`src/sv/rqms_pkg.sv`:
```
// rqms_pkg: shared record types, codes and key selection for the ready queue
`timescale 1ns / 1ps

package rqms_pkg;

  typedef struct packed {
    logic [15:0] proc_id;
    logic [31:0] arrival_time;
    logic [31:0] total_burst;
    logic [31:0] start_time;
    logic [31:0] end_time;
    logic [31:0] remaining_burst;
    logic [7:0]  priority_level;
  } rec_t;

  typedef struct packed {
    logic occupied;
    logic load;
    logic shift;
  } cell_ctl_t;

  localparam logic KIND_ENQ  = 1'b0;
  localparam logic KIND_TAKE = 1'b1;

  localparam logic [1:0] MODE_PRIO    = 2'd0;
  localparam logic [1:0] MODE_REMAIN  = 2'd1;
  localparam logic [1:0] MODE_ARRIVAL = 2'd2;
  // unused code, behaves as the priority key
  localparam logic [1:0] MODE_SPARE   = 2'd3;

  localparam logic [1:0] ST_OK    = 2'd0;
  localparam logic [1:0] ST_FULL  = 2'd1;
  localparam logic [1:0] ST_EMPTY = 2'd2;

  function automatic logic [31:0] key_of(input rec_t r, input logic [1:0] mode);
    logic [31:0] k;
    case (mode)
      MODE_REMAIN:  k = r.remaining_burst;
      MODE_ARRIVAL: k = r.arrival_time;
      default:      k = {24'd0, r.priority_level};
    endcase
    return k;
  endfunction

endpackage

```
`src/sv/rqms_cell.sv`:
```
// rqms_cell: one queue slot plus one stage of the running-minimum chain
`timescale 1ns / 1ps

module rqms_cell #(
  parameter int INDEX = 0,
  parameter int IDX_W = 4
) (
  input  logic               clk,
  input  logic               rst,
  input  rqms_pkg::cell_ctl_t ctl,
  input  logic [1:0]         mode,
  input  rqms_pkg::rec_t     load_rec,
  input  rqms_pkg::rec_t     next_rec,
  input  logic               cand_vld_in,
  input  rqms_pkg::rec_t     cand_rec_in,
  input  logic [IDX_W-1:0]   cand_idx_in,
  output rqms_pkg::rec_t     slot_rec,
  output logic               cand_vld_out,
  output rqms_pkg::rec_t     cand_rec_out,
  output logic [IDX_W-1:0]   cand_idx_out
);
  import rqms_pkg::*;

  logic take_own;

  // strict less keeps the earlier record on a tie
  assign take_own = ctl.occupied &&
                    (!cand_vld_in || (key_of(slot_rec, mode) < key_of(cand_rec_in, mode)));

  always_ff @(posedge clk) begin
    if (ctl.load) begin
      slot_rec <= load_rec;
    end else if (ctl.shift) begin
      slot_rec <= next_rec;
    end
  end

  always_ff @(posedge clk) begin
    if (rst) begin
      cand_vld_out <= 1'b0;
    end else begin
      cand_vld_out <= cand_vld_in || take_own;
    end
    if (take_own) begin
      cand_rec_out <= slot_rec;
      cand_idx_out <= IDX_W'(INDEX);
    end else begin
      cand_rec_out <= cand_rec_in;
      cand_idx_out <= cand_idx_in;
    end
  end

endmodule

```
`config.mk`:
```
export PLATFORM = sky130hd
export DESIGN_NAME = rqms_cell
export DESIGN_NICKNAME = d
export VERILOG_FILES = /design/src/sv/rqms_pkg.sv /design/src/sv/rqms_cell.sv
export SDC_FILE = /design/constraint.sdc
export NUM_CORES = 1
export LEC_CHECK = 0
export ABC_CLOCK_PERIOD_IN_PS = 8700
export BUFFER_PORTS_ARGS = -buffer_cell sky130_fd_sc_hd__buf_2
export CORE_AREA = 2 2 365 367
export DETAILED_ROUTE_END_ITERATION = 8
export DIE_AREA = 0 0 367 369
export GPL_TIMING_DRIVEN = 0
export PLACE_DENSITY_LB_ADDON = 0.2
export SYNTH_ARGS = -nofsm -noshare
export SYNTH_HDL_FRONTEND = slang
export SYNTH_SLANG_ARGS = --single-unit
```
`constraint.sdc`:
```
create_clock -name clk -period 8.7 [get_ports clk]
set_clock_uncertainty 0.2 [all_clocks]
set_input_delay 0.87 -clock clk [delete_from_list [all_inputs] [get_ports clk]]
set_output_delay 0.87 -clock clk [all_outputs]
set_load 0.05 [all_outputs]
```
; Yosys cells after proc, flatten, opt, wreduce, memory -nomap -nowiden
; Index checks and enable logic that the tools add are counted.
[totals]
register_bits = 373
in_bits = 564
output_inout_bits = 373
[op_classes]
n_eq_ne = 2
n_reduce_logical = 5
muxes = 5
order_cmp = 1
[ops]
columns = cell, n
row1 = 184-bit two-way mux, 3
row2 = 32-bit case mux with 2 select lines, 2
row3 = 32-bit < comparator, 1
row4 = "2-bit by 1-bit equality test with 1-bit output, second input constant", 1
row5 = "2-bit equality test, second input constant", 1
row6 = 1-bit logical OR, 2
row7 = 2-bit nonzero test, 1
row8 = 1-bit logical AND, 1
row9 = 1-bit logical NOT, 1

; Longest topological paths before layout
[depth]
word_depth = 6
ltp_mapped = 17

; Worst setup path after synthesis
; Ideal clock, no wire load.
[synth_path]
kind = input to register
startpoint = in ctl[1] (netlist bit)
endpoint = reg slot_rec[0] (netlist bit), enable pin
slack_ps = 4029
n_path_buf = 3
setup_ps = 467
arrival_ps = 4004
cell_stages = 4
cell_sequence = clkbuf_1 -> clkbuf_1 -> clkbuf_1 -> or2_2
[synth_via]
elab_chain_len = 1
[synth_rtl]
columns = element, line_no
row1 = from (decl), rqms_cell.sv:10  ; input rqms_pkg::cell_ctl_t ctl,
row2 = 2-bit nonzero test (no line), n/a
row3 = to (signal assigned), rqms_cell.sv:32  ; slot_rec <= load_rec;
row4 = to (signal assigned), rqms_cell.sv:34  ; slot_rec <= next_rec;
row5 = to (decl), rqms_cell.sv:17  ; output rqms_pkg::rec_t slot_rec,
; No other way between the ends.
; A chain may end at the register's enable or synchronous reset.

; Worst setup path in the final report
[layout_path]
startpoint = in mode[0]
endpoint = reg cand_rec_out[181] (netlist bit)
[layout_via]
elab_chain_len = 6
word_cells_on_any_way = 8
[layout_rtl]
columns = element, line_no
row1 = from (decl), rqms_cell.sv:11  ; input logic [1:0] mode,
row2 = 2-bit equality test or 2-bit by 1-bit equality test with 1-bit output (tied branches), rqms_pkg.sv:37  ; case (mode)
row3 = 32-bit case mux with 2 select lines, rqms_pkg.sv:37
row4 = 32-bit < comparator *, rqms_cell.sv:28  ; (!cand_vld_in || (key_of(slot_rec, mode) < key_of(cand_rec_in, mode)));
row5 = 1-bit logical OR *, rqms_cell.sv:28
row6 = 1-bit logical AND *, rqms_cell.sv:27  ; assign take_own = ctl.occupied &&
row7 = 184-bit two-way mux *, rqms_cell.sv:44  ; if (take_own) begin
row8 = to (signal assigned), rqms_cell.sv:45  ; cand_rec_out <= slot_rec;
row9 = to (signal assigned), rqms_cell.sv:48  ; cand_rec_out <= cand_rec_in;
row10 = to (decl), rqms_cell.sv:19  ; output rqms_pkg::rec_t cand_rec_out,
; Mark *: on every way between the ends. The rest lies on a longest branch, timed or not.

==> key figures <==
Status
  • Status: finished, violations left
  • Violated checks: design-rule violations

Critical path
  • Cell family with most CP delay: buffers and inverters
  • Crit-path cells: buf_2, inv_1, ha_1, clkbuf_1, clkbuf_1, o21ai_0, ha_1, a21oi_1, o21ai_0, a211oi_2, o22a_1, buf_4, buf_6, buf_4, nand4_1, nand3_1
  • Nature of the critical path endpoint: register
  • R2r endpoint: cand_rec_out[181]
  • Crit Path Class: input pin to register
  • Worst reg2reg path depth: 12
  • RR Startpoint: slot_rec[163]
  • Buf+Inv Stages, Crit Path: 7
  • Critical path launch point type: input pin
  • Req. time, crit path: 9.00 ns
  • CP max stage cell: clkbuf_1
  • Critical Path Stages: 16
  • Reg2reg setup slack: 4.90 ns
  • Worst Setup EP: cand_rec_out[181]
  • CP max stage delay: 0.56 ns
  • Critical path origin: mode[0]
  • Worst-path maximum fanout: 10
  • WP data arrival: 5.34 ns

Floorplan
  • I/O pin count: 937
  • # rows: 133
  • Die Y: 369 microns
  • Core area: 131100 sq um
  • Die extent in x: 367 microns
  • Die ar.: 135400 sq um
  • Effective utilization at floorplan: 15.88%

Route
  • WL/cell: 27.14 microns
  • Vias/cell: 4.605
  • Via count: 22120
  • Pre-antenna DRT Iters: 9
  • Initial DRC Count: 2119
  • Post-Route WL: 130400 microns
  • DRC violations left: 2
  • ANT nets after route: 0

STA
  • Final Critical Period: 5.041 ns
  • RSZ-0062 raised after global routing: false
  • Setup TNS: 0 ns
  • Final Hold Fails: 0
  • Max Freq: 198.4 MHz
  • Slew headroom: 25.76%
  • Worst-Margin Slew: 1.114 ns
  • Final Cycle Share: 57.94%
  • Slew Viols, Final: 0
  • Final Setup Violations: 0

Yosys
  • Yosys reg bits: 373
  • Synth unique cells: 40
  • Register area share after synthesis: 44.70%
  • Fraction of registers with async set/reset: 0%
  • Syn Area/Cell: 10.38 sq um
  • Yosys warning count: 0
  • Ys flop type: dfxtp_1
  • Synth Instances: 2006
  • Syn_nets: 2603
  • Post-synth EDFFs: 184
  • Post-Syn Area: 20820 sq um

Layout
  • P&R area growth vs syn: 42.12%
  • Share of layout cells above drive strength 1: 46.86%
  • Final Util: 22.57%
  • Final Net Count: 3594

Global route
  • Grt total ovfl: 0
  • Vias in the first global route: 22120
  • Largest net degree at the start of global routing: 56
  • Gr usage total: 18.31%
  • Initial antenna violation count: 24
  • First-pass GRT wire length: 176700 microns

Hold path
  • Min-delay worst type: input pin to register

Placed design
  • Final HPWL DP: 104900 microns
  • GPL Wtd Cong: 0.8612
  • I/O Buffers: 933

Clock tree
  • Clk sinks: 373
  • Maximum clock path buffer count: 3
  • CTS H-tree lvls: 2
  • Clk pin slew, worst setup/hold paths: 0.06 ns
  • Post-CTS Setup Repair Bufs: 0
  • TritonCTS Buffers: 51
  • Hold buffer count at cts: 0
  • CTS tree: done
  • Post-CTS Resized: 0
  • Root Driver: clkbuf_16
  • Worst-skew pair later-pin latency: 0.62 ns

Run
  • Max-cap violation count: 0

Power and ir drop
  • Worst vdd ir: 157.1 uV
  • Static leakage: 11.89 nW
  • Pwr dens: 248.1 nW/um^2
state kept, by name, summed over array words and instances, names as in the netlist:
signal,cells
cand_idx_out,4
cand_rec_out,184
cand_vld_out,1
slot_rec,184
worst reg2reg max path, cell delays in order, from the launching register on:
cell	delay (ns)
edfxtp_1	0.54
a22oi_1	0.24
nor2_1	0.07
ha_1	0.34
nand4_1	0.20
nor4_2	0.50
inv_1	0.13
o22a_1	0.34
buf_4	0.27
buf_6	0.20
buf_4	0.22
nand4_1	0.11
nand3_1	0.25
routing by layer:
metal	vias to the layer above	part of all wire, %	GRT usage, %
met5	-	0.041	0
met4	10	3.6	6.329
met3	197	6.4	3.437
met2	1149	49	31.77
met1	10930	41	22.55
li1	9841	-	-
Yosys cell counts (9+ instances only):
cell | number | area share, %
o21ai_0 | 12 | 0.29
a222oi_1 | 112 | 5.4
edfxtp_1 | 184 | 27
a221oi_1 | 68 | 2.9
a21oi_1 | 20 | 0.48
nor2_1 | 35 | 0.63
mux2_2 | 184 | 10
inv_1 | 9 | 0.16
buf_12 | 11 | 1.1
clkbuf_1 | 141 | 2.5
and2_1 | 184 | 5.5
o311ai_1 | 72 | 3.0
ha_1 | 33 | 2.0
buf_6 | 19 | 1.0
or2_2 | 25 | 0.75
a22oi_1 | 62 | 2.2
buf_2 | 32 | 0.77
buf_4 | 9 | 0.32
nand2_1 | 172 | 3.1
nand4_1 | 117 | 3.5
nor3b_1 | 71 | 2.6
nand2_2 | 100 | 3.0
nand3_1 | 114 | 2.7
dfxtp_1 | 189 | 18
area by class of cell:
type	count	area (sq um)
Antenna cell	10	25.02
Buffer	215	1212
Clock buffer	60	1383
Clock inverter	35	362.8
Fill cell	14580	101500
Inverter	10	37.54
Multi-Input combinational cell	1408	10280
Sequential cell	373	9309
Tap cell	1755	2196
Timing Repair Buffer	938	4787
stage by stage:
step / std cells / power, mW / hold slack [ns] / worst slack, ns / cell area (sq um)
after floorplan: 2006 / 4.093 / 0.6507 / 4.029 / 20820
after global placement: 4694 / 5.161 / 0.3370 / 0.3439 / 27690
after detailed placement: 4699 / 5.162 / 0.3459 / 2.998 / 27820
after CTS: 4794 / 7.440 / 0.1573 / 3.689 / 29570
after global routing: 4798 / 7.623 / 0.1972 / 3.416 / 29580
final: 4804 / 7.342 / 0.2313 / 3.659 / 29590
cell families (layout without fill, tap and decap cells):
group,count (synthesis),in the layout,share of synthesized area (%)
mux,184,184,9.950
fa+ha+maj,33,33,1.983
flops,373,373,44.70
other cells,0,10,0
buf+inv,225,1258,5.954
compound gates,368,368,15.38
simple gates,823,823,22.03
worst min path at each step:
stage                   from  slack [ns]  cells after the start                end
2_1_floorplan    slot_rec[0]        0.65                      2    cand_rec_out[0]
3_3_place_gp   slot_rec[174]        0.34                      2  cand_rec_out[174]
3_5_place_dp   slot_rec[172]        0.35                      2  cand_rec_out[172]
4_1_cts                  rst        0.16                      2       cand_vld_out
5_1_grt                  rst        0.20                      2       cand_vld_out
6_report                 rst        0.23                      2       cand_vld_out
placed cells by master (no fill, tap or decap), types with 100 or more instances in the layout:
cell type  count
nand4_1      117
edfxtp_1     184
nand3_1      114
and2_1       184
nand2_2      100
mux2_2       184
dfxtp_1      189
a222oi_1     112
buf_2        965
nand2_1      172
clkbuf_1     137
power by group:
part,internal [mW],leakage (nW),switching [mW]
Clock,1.34,0.864,0.885
Sequential,2.16,3.47,0.197
Combinational,0.701,7.56,2.07
Total,4.20,11.9,3.15
Note: power is estimated with default switching activity, not from simulation.
